[src/rtl/bmp_pkg.sv]
`default_nettype none
package bmp_pkg;

  // Frame header bytes and the broadcast flag in the fifth byte.
  localparam logic [7:0] HDR_BYTE0 = 8'h81;
  localparam logic [7:0] HDR_BYTE1 = 8'h7B;
  localparam logic [7:0] HDR_BYTE2 = 8'h20;
  localparam logic [7:0] BCAST_MASK = 8'h02;
  localparam logic [7:0] NIBBLE_MASK = 8'h0F;

  // Fixed frame offsets.
  localparam logic [7:0] POS_HDR0 = 8'd0;
  localparam logic [7:0] POS_HDR1 = 8'd1;
  localparam logic [7:0] POS_HDR2 = 8'd2;
  localparam logic [7:0] POS_FLAGS = 8'd4;
  localparam logic [7:0] POS_POLL = 8'd5;
  localparam logic [7:0] POS_BODY = 8'd6;
  localparam logic [7:0] POS_MAX = 8'd255;

  // Configuration register indexes.
  localparam int CFG_IDX_W = 2;
  localparam logic [CFG_IDX_W-1:0] CFG_ROBOT_ID = 2'd0;
  localparam logic [CFG_IDX_W-1:0] CFG_DRIVE_PIPE = 2'd1;

  typedef enum logic [2:0] {
    EV_DRIVE = 3'd0,
    EV_POLL = 3'd1,
    EV_BAD_LENGTH = 3'd2,
    EV_NO_PIPE = 3'd3,
    EV_OVERFLOW = 3'd4
  } event_kind_t;

  // What a body byte left behind for emission.
  typedef enum logic [1:0] {
    BODY_NONE,
    BODY_BAD_LENGTH,
    BODY_NO_PIPE,
    BODY_DRIVE
  } body_kind_t;

  typedef enum logic [2:0] {
    ST_IDLE,
    ST_DECIDE,
    ST_BODY,
    ST_DRIVE,
    ST_OVF,
    ST_POLL
  } state_t;

  typedef struct packed {
    logic take;
    logic step;
    event_kind_t kind;
  } bmp_cmd_t;

  typedef struct packed {
    body_kind_t body;
    logic ovf;
    logic poll;
    logic run_end;
  } bmp_status_t;

endpackage
`default_nettype wire

[src/rtl/bmp_if.sv]
`default_nettype none
interface bmp_in_if;
  logic valid;
  logic ready;
  logic [7:0] rx_byte;
  logic radio_index;
  logic frame_end;

  modport source(output valid, rx_byte, radio_index, frame_end, input ready);
  modport sink(input valid, rx_byte, radio_index, frame_end, output ready);
endinterface

interface bmp_out_if;
  logic valid;
  logic ready;
  logic [2:0] event_kind;
  logic [5:0] drive_index;
  logic [7:0] drive_value;
  logic run_last;

  modport source(output valid, event_kind, drive_index, drive_value, run_last,
                 input ready);
  modport sink(input valid, event_kind, drive_index, drive_value, run_last,
               output ready);
endinterface

interface bmp_cfg_if;
  logic valid;
  logic ready;
  logic [1:0] index;
  logic [7:0] data;

  modport source(output valid, index, data, input ready);
  modport sink(input valid, index, data, output ready);
endinterface
`default_nettype wire

[src/rtl/broadcast_micropacket_parser_unit.sv]
`default_nettype none
// Broadcast micropacket parser. The block takes a received radio frame one
// byte per input transaction and checks the frame header (0x81, 0x7B, 0x20),
// the broadcast flag in byte 4, that the frame came from radio 0 and that it
// is at least six bytes long. Byte 5 is the poll code. From byte 6 on the
// frame is cut into length-prefixed micropackets whose header byte carries a
// robot number (high nibble) and a pipe number (low nibble). A micropacket
// for this robot on the drive pipe with exactly DRIVE_BYTES data bytes is
// staged and then sent out as a run of DRIVE_BYTES drive byte results. A bad
// length, an unknown pipe for this robot, or a frame that ends inside a
// micropacket gives one error result and stops parsing of that frame; the
// poll check on the final byte still happens. Bytes beyond FRAME_BYTES are
// ignored. Each input byte passes an acceptance state and then a decision
// state, and each of its results is given when the output is ready; the
// result sequencer handles one byte at a time and the input stays not ready
// until the last result of the byte has been taken. Configuration writes
// are taken in any cycle and should only be made while the block is idle.
module broadcast_micropacket_parser_unit
  import bmp_pkg::*;
#(
  parameter int DRIVE_BYTES = 10,
  parameter int FRAME_BYTES = 128
) (
  input wire logic   clk,
  input wire logic   rst,
  bmp_in_if.sink     in_ch,
  bmp_out_if.source  out_ch,
  bmp_cfg_if.sink    cfg
);

  logic [3:0] robot_id;
  logic [3:0] drive_pipe_id;
  bmp_cmd_t    cmd;
  bmp_status_t status;

  // Configuration registers. Writes to indexes beyond the list are dropped.
  assign cfg.ready = 1'b1;

  always_ff @(posedge clk) begin
    if (rst) begin
      robot_id <= 4'd0;
      drive_pipe_id <= 4'd0;
    end else if (cfg.valid) begin
      if (cfg.index == CFG_ROBOT_ID) begin
        robot_id <= cfg.data[3:0];
      end else if (cfg.index == CFG_DRIVE_PIPE) begin
        drive_pipe_id <= cfg.data[3:0];
      end
    end
  end

  // The controller sequences acceptance and the results of each byte.
  bmp_ctrl u_ctrl (
    .clk      (clk),
    .rst      (rst),
    .in_valid (in_ch.valid),
    .in_ready (in_ch.ready),
    .out_valid(out_ch.valid),
    .out_ready(out_ch.ready),
    .run_last (out_ch.run_last),
    .cmd      (cmd),
    .status   (status)
  );

  // The datapath holds the frame state, the staging store and the run counter.
  bmp_datapath #(
    .DRIVE_BYTES(DRIVE_BYTES),
    .FRAME_BYTES(FRAME_BYTES)
  ) u_datapath (
    .clk          (clk),
    .rst          (rst),
    .robot_id     (robot_id),
    .drive_pipe_id(drive_pipe_id),
    .rx_byte      (in_ch.rx_byte),
    .radio_index  (in_ch.radio_index),
    .frame_end    (in_ch.frame_end),
    .cmd          (cmd),
    .status       (status),
    .event_kind   (out_ch.event_kind),
    .drive_index  (out_ch.drive_index),
    .drive_value  (out_ch.drive_value)
  );

endmodule
`default_nettype wire

[src/rtl/bmp_ctrl.sv]
`default_nettype none
module bmp_ctrl
  import bmp_pkg::*;
(
  input  wire logic        clk,
  input  wire logic        rst,
  input  wire logic        in_valid,
  output logic             in_ready,
  output logic             out_valid,
  input  wire logic        out_ready,
  output logic             run_last,
  output bmp_cmd_t         cmd,
  input  wire bmp_status_t status
);

  state_t state, state_next;
  logic out_fire;

  assign out_fire = out_valid && out_ready;

  always_ff @(posedge clk) begin
    if (rst) begin
      state <= ST_IDLE;
    end else begin
      state <= state_next;
    end
  end

  always_comb begin
    state_next = state;
    unique case (state)
      ST_IDLE: begin
        if (in_valid) state_next = ST_DECIDE;
      end
      ST_DECIDE: begin
        if (status.body == BODY_BAD_LENGTH || status.body == BODY_NO_PIPE) begin
          state_next = ST_BODY;
        end else if (status.body == BODY_DRIVE) begin
          state_next = ST_DRIVE;
        end else if (status.ovf) begin
          state_next = ST_OVF;
        end else if (status.poll) begin
          state_next = ST_POLL;
        end else begin
          state_next = ST_IDLE;
        end
      end
      ST_BODY, ST_DRIVE: begin
        if (out_fire && (state == ST_BODY || status.run_end)) begin
          if (status.ovf) state_next = ST_OVF;
          else if (status.poll) state_next = ST_POLL;
          else state_next = ST_IDLE;
        end
      end
      ST_OVF: begin
        if (out_fire) state_next = status.poll ? ST_POLL : ST_IDLE;
      end
      ST_POLL: begin
        if (out_fire) state_next = ST_IDLE;
      end
      default: state_next = ST_IDLE;
    endcase
  end

  always_comb begin
    in_ready = 1'b0;
    out_valid = 1'b0;
    run_last = 1'b0;
    cmd.take = 1'b0;
    cmd.step = 1'b0;
    cmd.kind = EV_DRIVE;
    unique case (state)
      ST_IDLE: begin
        in_ready = 1'b1;
        cmd.take = in_valid;
      end
      ST_DECIDE: begin
      end
      ST_BODY: begin
        out_valid = 1'b1;
        cmd.kind = (status.body == BODY_NO_PIPE) ? EV_NO_PIPE : EV_BAD_LENGTH;
        run_last = !status.ovf && !status.poll;
      end
      ST_DRIVE: begin
        out_valid = 1'b1;
        cmd.kind = EV_DRIVE;
        cmd.step = out_fire;
        run_last = status.run_end && !status.ovf && !status.poll;
      end
      ST_OVF: begin
        out_valid = 1'b1;
        cmd.kind = EV_OVERFLOW;
        run_last = !status.poll;
      end
      ST_POLL: begin
        out_valid = 1'b1;
        cmd.kind = EV_POLL;
        run_last = 1'b1;
      end
      default: begin
      end
    endcase
  end

endmodule
`default_nettype wire

[src/rtl/bmp_datapath.sv]
`default_nettype none
module bmp_datapath
  import bmp_pkg::*;
#(
  parameter int DRIVE_BYTES = 10,
  parameter int FRAME_BYTES = 128
) (
  input  wire logic       clk,
  input  wire logic       rst,
  input  wire logic [3:0] robot_id,
  input  wire logic [3:0] drive_pipe_id,
  input  wire logic [7:0] rx_byte,
  input  wire logic       radio_index,
  input  wire logic       frame_end,
  input  wire bmp_cmd_t   cmd,
  output bmp_status_t     status,
  output logic [2:0]      event_kind,
  output logic [5:0]      drive_index,
  output logic [7:0]      drive_value
);

  localparam int DIDX_W = (DRIVE_BYTES > 1) ? $clog2(DRIVE_BYTES) : 1;
  localparam logic [7:0] FRAME_LIMIT = 8'(FRAME_BYTES);
  localparam logic [7:0] DRIVE_LEN = 8'(DRIVE_BYTES + 2);
  localparam logic [7:0] DRIVE_CNT = 8'(DRIVE_BYTES);
  localparam logic [DIDX_W-1:0] RUN_END = DIDX_W'(DRIVE_BYTES - 1);

  logic [7:0] frame_position, frame_position_next;
  logic       frame_accepted, frame_accepted_next;
  logic [7:0] poll_code, poll_code_next;
  logic [7:0] chunk_length, chunk_length_next;
  logic [7:0] chunk_offset, chunk_offset_next;
  logic [7:0] chunk_address, chunk_address_next;
  logic       parse_halted, parse_halted_next;
  logic [7:0] drive_stage [DRIVE_BYTES];

  logic             stage_we;
  logic [DIDX_W-1:0] stage_addr;
  body_kind_t       body_next, body_q;
  logic             ovf_next, ovf_q;
  logic             poll_next, poll_q;
  logic [DIDX_W-1:0] run_cnt;

  always_comb begin
    logic [7:0] off_inc;
    logic [7:0] addr_eff;
    logic [7:0] d;
    logic [3:0] robot;
    logic [3:0] pipe;

    frame_position_next = frame_position;
    frame_accepted_next = frame_accepted;
    poll_code_next = poll_code;
    chunk_length_next = chunk_length;
    chunk_offset_next = chunk_offset;
    chunk_address_next = chunk_address;
    parse_halted_next = parse_halted;
    stage_we = 1'b0;
    body_next = BODY_NONE;
    ovf_next = 1'b0;
    poll_next = 1'b0;
    off_inc = chunk_offset + 8'd1;
    addr_eff = (chunk_offset == 8'd1) ? rx_byte : chunk_address;
    d = chunk_offset - 8'd2;
    stage_addr = d[DIDX_W-1:0];
    robot = addr_eff[7:4];
    pipe = addr_eff[3:0];

    if (frame_position < FRAME_LIMIT) begin
      if (frame_position == POS_HDR0) begin
        frame_accepted_next = (rx_byte == HDR_BYTE0) && !radio_index;
        parse_halted_next = 1'b0;
        chunk_offset_next = 8'd0;
        chunk_length_next = 8'd0;
        chunk_address_next = 8'd0;
      end else if (frame_position == POS_HDR1) begin
        frame_accepted_next = frame_accepted && (rx_byte == HDR_BYTE1);
      end else if (frame_position == POS_HDR2) begin
        frame_accepted_next = frame_accepted && (rx_byte == HDR_BYTE2);
      end else if (frame_position == POS_FLAGS) begin
        frame_accepted_next = frame_accepted && ((rx_byte & BCAST_MASK) != 8'd0);
      end else if (frame_position == POS_POLL) begin
        poll_code_next = rx_byte;
      end else if (frame_position >= POS_BODY && frame_accepted && !parse_halted) begin
        if (chunk_offset == 8'd0) begin
          // Length byte of a new micropacket; it counts itself.
          chunk_length_next = rx_byte;
          if (rx_byte < 8'd2) begin
            parse_halted_next = 1'b1;
            body_next = BODY_BAD_LENGTH;
          end else begin
            chunk_offset_next = 8'd1;
          end
        end else begin
          if (chunk_offset == 8'd1) begin
            chunk_address_next = rx_byte;
          end else if (d < DRIVE_CNT && robot != 4'd0 && robot == robot_id &&
                       pipe == drive_pipe_id) begin
            stage_we = 1'b1;
          end
          chunk_offset_next = off_inc;
          if (off_inc == chunk_length) begin
            chunk_offset_next = 8'd0;
            if (robot != 4'd0 && robot == robot_id) begin
              if (pipe != drive_pipe_id) begin
                parse_halted_next = 1'b1;
                body_next = BODY_NO_PIPE;
              end else if (chunk_length != DRIVE_LEN) begin
                parse_halted_next = 1'b1;
                body_next = BODY_BAD_LENGTH;
              end else begin
                body_next = BODY_DRIVE;
              end
            end
          end
        end
      end
    end

    if (frame_end) begin
      if (frame_accepted_next && frame_position >= POS_POLL) begin
        ovf_next = !parse_halted_next && (chunk_offset_next != 8'd0);
        poll_next = (poll_code_next != 8'd0) &&
                    (poll_code_next == {4'd0, robot_id});
      end
      frame_position_next = 8'd0;
      frame_accepted_next = 1'b0;
      chunk_offset_next = 8'd0;
      parse_halted_next = 1'b0;
    end else if (frame_position < POS_MAX) begin
      frame_position_next = frame_position + 8'd1;
    end
  end

  always_ff @(posedge clk) begin
    if (rst) begin
      frame_position <= 8'd0;
      frame_accepted <= 1'b0;
      poll_code <= 8'd0;
      chunk_length <= 8'd0;
      chunk_offset <= 8'd0;
      chunk_address <= 8'd0;
      parse_halted <= 1'b0;
      body_q <= BODY_NONE;
      ovf_q <= 1'b0;
      poll_q <= 1'b0;
      run_cnt <= '0;
    end else if (cmd.take) begin
      frame_position <= frame_position_next;
      frame_accepted <= frame_accepted_next;
      poll_code <= poll_code_next;
      chunk_length <= chunk_length_next;
      chunk_offset <= chunk_offset_next;
      chunk_address <= chunk_address_next;
      parse_halted <= parse_halted_next;
      body_q <= body_next;
      ovf_q <= ovf_next;
      poll_q <= poll_next;
      run_cnt <= '0;
    end else if (cmd.step) begin
      run_cnt <= run_cnt + 1'b1;
    end
  end

  always_ff @(posedge clk) begin
    if (cmd.take && stage_we) begin
      drive_stage[stage_addr] <= rx_byte;
    end
  end

  assign status.body = body_q;
  assign status.ovf = ovf_q;
  assign status.poll = poll_q;
  assign status.run_end = (run_cnt == RUN_END);

  assign event_kind = cmd.kind;
  assign drive_index = (cmd.kind == EV_DRIVE) ? 6'(run_cnt) : 6'd0;
  assign drive_value = (cmd.kind == EV_DRIVE) ? drive_stage[run_cnt] : 8'd0;

endmodule
`default_nettype wire

[src/flat_wrapper.sv]
// flat-port wrapper written by rule: the top's interface ports become plain ports
module broadcast_micropacket_parser_unit_flat import bmp_pkg::*;
#(
  parameter int DRIVE_BYTES = 10,
  parameter int FRAME_BYTES = 128
)
  (clk, rst, in_ch_valid, in_ch_rx_byte, in_ch_radio_index, in_ch_frame_end, in_ch_ready, out_ch_valid, out_ch_event_kind, out_ch_drive_index, out_ch_drive_value, out_ch_run_last, out_ch_ready, cfg_valid, cfg_index, cfg_data, cfg_ready);
  bmp_in_if in_ch_i ();
  bmp_out_if out_ch_i ();
  bmp_cfg_if cfg_i ();
  input wire logic clk;
  input wire logic rst;
  input wire logic [$bits(in_ch_i.valid)-1:0] in_ch_valid;
  input wire logic [$bits(in_ch_i.rx_byte)-1:0] in_ch_rx_byte;
  input wire logic [$bits(in_ch_i.radio_index)-1:0] in_ch_radio_index;
  input wire logic [$bits(in_ch_i.frame_end)-1:0] in_ch_frame_end;
  output wire logic [$bits(in_ch_i.ready)-1:0] in_ch_ready;
  output wire logic [$bits(out_ch_i.valid)-1:0] out_ch_valid;
  output wire logic [$bits(out_ch_i.event_kind)-1:0] out_ch_event_kind;
  output wire logic [$bits(out_ch_i.drive_index)-1:0] out_ch_drive_index;
  output wire logic [$bits(out_ch_i.drive_value)-1:0] out_ch_drive_value;
  output wire logic [$bits(out_ch_i.run_last)-1:0] out_ch_run_last;
  input wire logic [$bits(out_ch_i.ready)-1:0] out_ch_ready;
  input wire logic [$bits(cfg_i.valid)-1:0] cfg_valid;
  input wire logic [$bits(cfg_i.index)-1:0] cfg_index;
  input wire logic [$bits(cfg_i.data)-1:0] cfg_data;
  output wire logic [$bits(cfg_i.ready)-1:0] cfg_ready;
  assign in_ch_i.valid = in_ch_valid;
  assign in_ch_i.rx_byte = in_ch_rx_byte;
  assign in_ch_i.radio_index = in_ch_radio_index;
  assign in_ch_i.frame_end = in_ch_frame_end;
  assign in_ch_ready = in_ch_i.ready;
  assign out_ch_valid = out_ch_i.valid;
  assign out_ch_event_kind = out_ch_i.event_kind;
  assign out_ch_drive_index = out_ch_i.drive_index;
  assign out_ch_drive_value = out_ch_i.drive_value;
  assign out_ch_run_last = out_ch_i.run_last;
  assign out_ch_i.ready = out_ch_ready;
  assign cfg_i.valid = cfg_valid;
  assign cfg_i.index = cfg_index;
  assign cfg_i.data = cfg_data;
  assign cfg_ready = cfg_i.ready;
  broadcast_micropacket_parser_unit #(.DRIVE_BYTES(DRIVE_BYTES), .FRAME_BYTES(FRAME_BYTES)) u_core (.clk(clk), .rst(rst), .in_ch(in_ch_i), .out_ch(out_ch_i), .cfg(cfg_i));
endmodule
[config.mk]
export PLATFORM = sky130hd
export DESIGN_NAME = broadcast_micropacket_parser_unit_flat
export DESIGN_NICKNAME = d
export VERILOG_FILES = /design/src/rtl/bmp_pkg.sv /design/src/rtl/bmp_if.sv /design/src/rtl/broadcast_micropacket_parser_unit.sv /design/src/rtl/bmp_ctrl.sv /design/src/rtl/bmp_datapath.sv /design/src/flat_wrapper.sv
export SDC_FILE = /design/constraint.sdc
export NUM_CORES = 1
export LEC_CHECK = 0
export BUFFER_PORTS_ARGS = -buffer_cell sky130_fd_sc_hd__buf_2
export CAP_MARGIN = 20
export CORE_ASPECT_RATIO = 1.5
export CORE_MARGIN = 3
export CORE_UTILIZATION = 40
export DETAILED_ROUTE_END_ITERATION = 10
export HOLD_SLACK_MARGIN = 0.02
export PLACE_DENSITY_LB_ADDON = 0.05
export SYNTH_ARGS = -nofsm -noshare
export SYNTH_HDL_FRONTEND = slang
export SYNTH_SLANG_ARGS = --single-unit
[constraint.sdc]
create_clock -name clk -period 4.8 [get_ports clk]
set_input_delay 0.24 -clock clk [delete_from_list [all_inputs] [get_ports clk]]
set_output_delay 0.24 -clock clk [all_outputs]
set_load 0.02 [all_outputs]
==> results.yml <==
cts:
  clk_pin_slew_worst_paths_ps: 60
  clkSinkCount: 145
  cts_setup_buffers: 0
  cts_buffers: 17
  clockRootBuffer: "clkbuf_16"
  cts_tree: "built"
  worstSkewPairLatency_ps: 430
  cts_max_path_buffers: 2
  ctsHoldBuffers: 0
  h-tree-depth: 4
  cts.repair.resized: 0
finish:
  syn_to_final_growth_pct: 10.9
  layout.nets: 730
  stdcell_count: 920
  drive_above_1_share_pct: 14.5
  antennaDiodeCount: 0
  fin_area_um2: 8200
logic_synthesis:
  ys_seq_area_share_pct: 50.1
  yosys-top-cells-area: "edfxtp_1, dfxtp_1, mux4_2, mux2i_1, nor2_1"
  synthArstFlopShare_pct: 0
  synth_warnings: 0
  synth_commonest_cells: "edfxtp_1, nor2_1, dfxtp_1"
  syn-instance-count: 684
  yosysTopAreaCell: "edfxtp_1"
  synth_most_common_cell: "edfxtp_1"
  synth_cell_types: 75
  synth.top_cell.area_share_pct: 32.5
  avgSynthCellArea_um2: 10.8
  netlist_area_um2: 7390
  synth_ff_type: "edfxtp_1"
  synth_edf_count: 80
  synth_seq_cells: 145
timing:
  worst_slew_pin_slew_ps: 926
  slew_headroom_pct: 37.9
  fmax_ghz: 0.271
  skew_ps: 9.78
  finalCriticalPeriod_ps: 3690
  finalHoldViolations: 0
  rsz0062_at_grt: "no"
  post-route-period-util_pct: 76.9
  setup_viol: 0
  finalSetupTns_ps: 0
  slew_viol_final: 0
global_route:
  grt_pass1_vias: 5254
  grt.overflow.total: 0
  grt_first_pass_wirelength_um: 28900
  grt_usage_pct: 19.2
  grt_max_degree: 46
  antenna_found_initial: 0
power_and_ir_drop:
  vdd_drop_max_v: 0.000193
  p_leak_nw: 2.77
  power_w: 0.00274
  power_density_nw_per_um2: 334
critical_path:
  end_kind: "flop"
  r2r_end: "u_core.u_datapath.drive_stage[5][4]"
  critPathKind: "flop to flop"
  worst_ep_required_time_ps: 4880
  reg2reg_setup_slack_ps: 1110
  reg2regPathDepth: 9
  cp-start-kind: "flop"
  r2r-start: "u_core.u_datapath.chunk_offset[2]"
  cp_max_fo: 13
  worstPathArrival_ps: 3770
drt:
  drtIter0Drc: 335
  met1_length_um: 7410
  top_layer_used: "met4"
  dr.pass1.iters: 4
  vias: 5230
  route.met2.wl_um: 10200
  vias_per_cell: 5.68
  routed_wl_um: 18700
  ant_nets: 0
  drc: 0
  wl_met3_um: 544
  wl_per_cell_um: 20.3
floorplanning:
  core_area_um2: 18000
  dieArea_um2: 20200
  die_x_um: 117
  initial_core_util_pct: 41.0
  dieHeight_um: 172
  ios: 46
  num_rows: 60
min_path:
  hold_class: "input pin to flop"
  whs_endpoint: "u_core.robot_id[3]"
  whs_path_depth: 3
  min_from: "cfg_data[3]"
place:
  numPlacedInstances: 888
  io_buffers: 38
  dp_hpwl_um: 13100
  dpl_cell_area_um2: 7620
  gp_congestion: 0.860
run_status:
  run_status: "complete, no violations"
flow_run:
  drv_cap: 0
==> cell usage in the layout (no fill, tap or decap), drive strengths merged, types with 6 or more instances in the layout <==
| cell type | Yosys | final |
|---|---|---|
| edfxtp | 80 | 80 |
| nor2 | 67 | 67 |
| dfxtp | 65 | 65 |
| buf | 21 | 41 |
| nand2 | 34 | 34 |
| mux2i | 34 | 34 |
| a21oi | 29 | 29 |
| inv | 20 | 28 |
| nor3 | 23 | 23 |
| a211oi | 22 | 22 |
| o21ai | 20 | 20 |
| nand2b | 17 | 17 |
| xnor2 | 17 | 17 |
| clkbuf | 34 | 17 |
| mux4 | 16 | 16 |
| nand3 | 15 | 15 |
| ha | 15 | 15 |
| and2 | 15 | 15 |
| nor2b | 14 | 14 |
| a31oi | 10 | 10 |
| a22oi | 9 | 9 |
| nor4 | 9 | 9 |
| xor2 | 8 | 8 |
| nand4 | 8 | 8 |
| or3 | 6 | 6 |
| o31ai | 6 | 6 |
==> cells by family after synthesis <==
| family | share of synthesized area (%) |
|---|---|
| AOI/OAI and AO/OA | 13.3 |
| xor gates and xnor gates | 3.29 |
| adders and majority gates | 2.81 |
| buffers and inverters | 4.44 |
| DFF | 50.1 |
| muxes | 9.49 |
| other | 0.102 |
| and+or+nand+nor | 16.4 |
==> cell type report <==
| class | instances | area, um^2 |
|---|---|---|
| clock buffer | 17 | 425 |
| clock inverter | 15 | 148 |
| fill | 1727 | 9820 |
| sequential | 145 | 3700 |
| timing repair buffer | 41 | 213 |
| tap | 217 | 272 |
| inverter | 20 | 75.1 |
| multi-input combinational | 465 | 3360 |
==> routing by layer <==
metal,vias to the layer above,GRT usage [%]
met5,-,0
met4,0,7.68
met3,39,3.15
met2,102,36.0
met1,2538,21.0
li1,2551,-
==> worst max-delay path, stage by stage (launching register included) <==
cell	delay, ps
dfxtp_1	460
nor4_1	410
nand3_1	350
buf_4	300
mux2i_1	140
xnor2_1	160
nor4_2	480
and3_1	230
nor3b_1	340
and2_1	460
==> how the worst max path moves through the flow <==
stage                                              from  slack (ps)                             endpoint  depth (start not counted)
floorplan             u_core.u_datapath.chunk_offset[0]        1740  u_core.u_datapath.drive_stage[4][0]                         11
global placement      u_core.u_datapath.chunk_offset[2]        1180  u_core.u_datapath.drive_stage[7][0]                          9
detailed placement    u_core.u_datapath.chunk_offset[2]        1110  u_core.u_datapath.drive_stage[5][0]                          9
CTS                   u_core.u_datapath.chunk_offset[2]        1100  u_core.u_datapath.drive_stage[5][4]                          9
global route        u_core.u_datapath.frame_position[0]         810  u_core.u_datapath.drive_stage[6][4]                          9
finish                u_core.u_datapath.chunk_offset[2]        1110  u_core.u_datapath.drive_stage[5][4]                          9
==> per-stage QoR <==
step	setup slack, ps	util, %	hold slack, ps
3_3_place_gp	1180	42.3	468
4_1_cts	1100	45.5	49.3
5_1_grt	809	45.5	63.0
2_1_floorplan	1740	-	339
3_5_place_dp	1110	42.3	483
6_report	1110	45.5	61.1
==> sequential cells by signal, indices dropped and copies added (netlist names), named ones only <==
register / flops
u_core.u_datapath.drive_stage: 80
u_core.u_datapath.chunk_address: 8
u_core.u_datapath.chunk_length: 8
u_core.u_datapath.chunk_offset: 8
u_core.u_datapath.frame_position: 8
u_core.u_datapath.poll_code: 8
u_core.drive_pipe_id: 4
u_core.robot_id: 4
u_core.u_datapath.run_cnt: 4
u_core.u_ctrl.state: 3
u_core.u_datapath.body_q: 2
u_core.u_datapath.frame_accepted: 1
u_core.u_datapath.ovf_q: 1
u_core.u_datapath.parse_halted: 1
u_core.u_datapath.poll_q: 1
==> power breakdown <==
part           total [W]  internal, W  leakage (nW)  switching (W)
Combinational   0.000127    0.0000367          1.25      0.0000899
Clock            0.00129     0.000728         0.281       0.000562
Sequential       0.00132      0.00131          1.24     0.00000915
Total            0.00274      0.00208          2.77       0.000661
(Power assumes the default switching activity.)
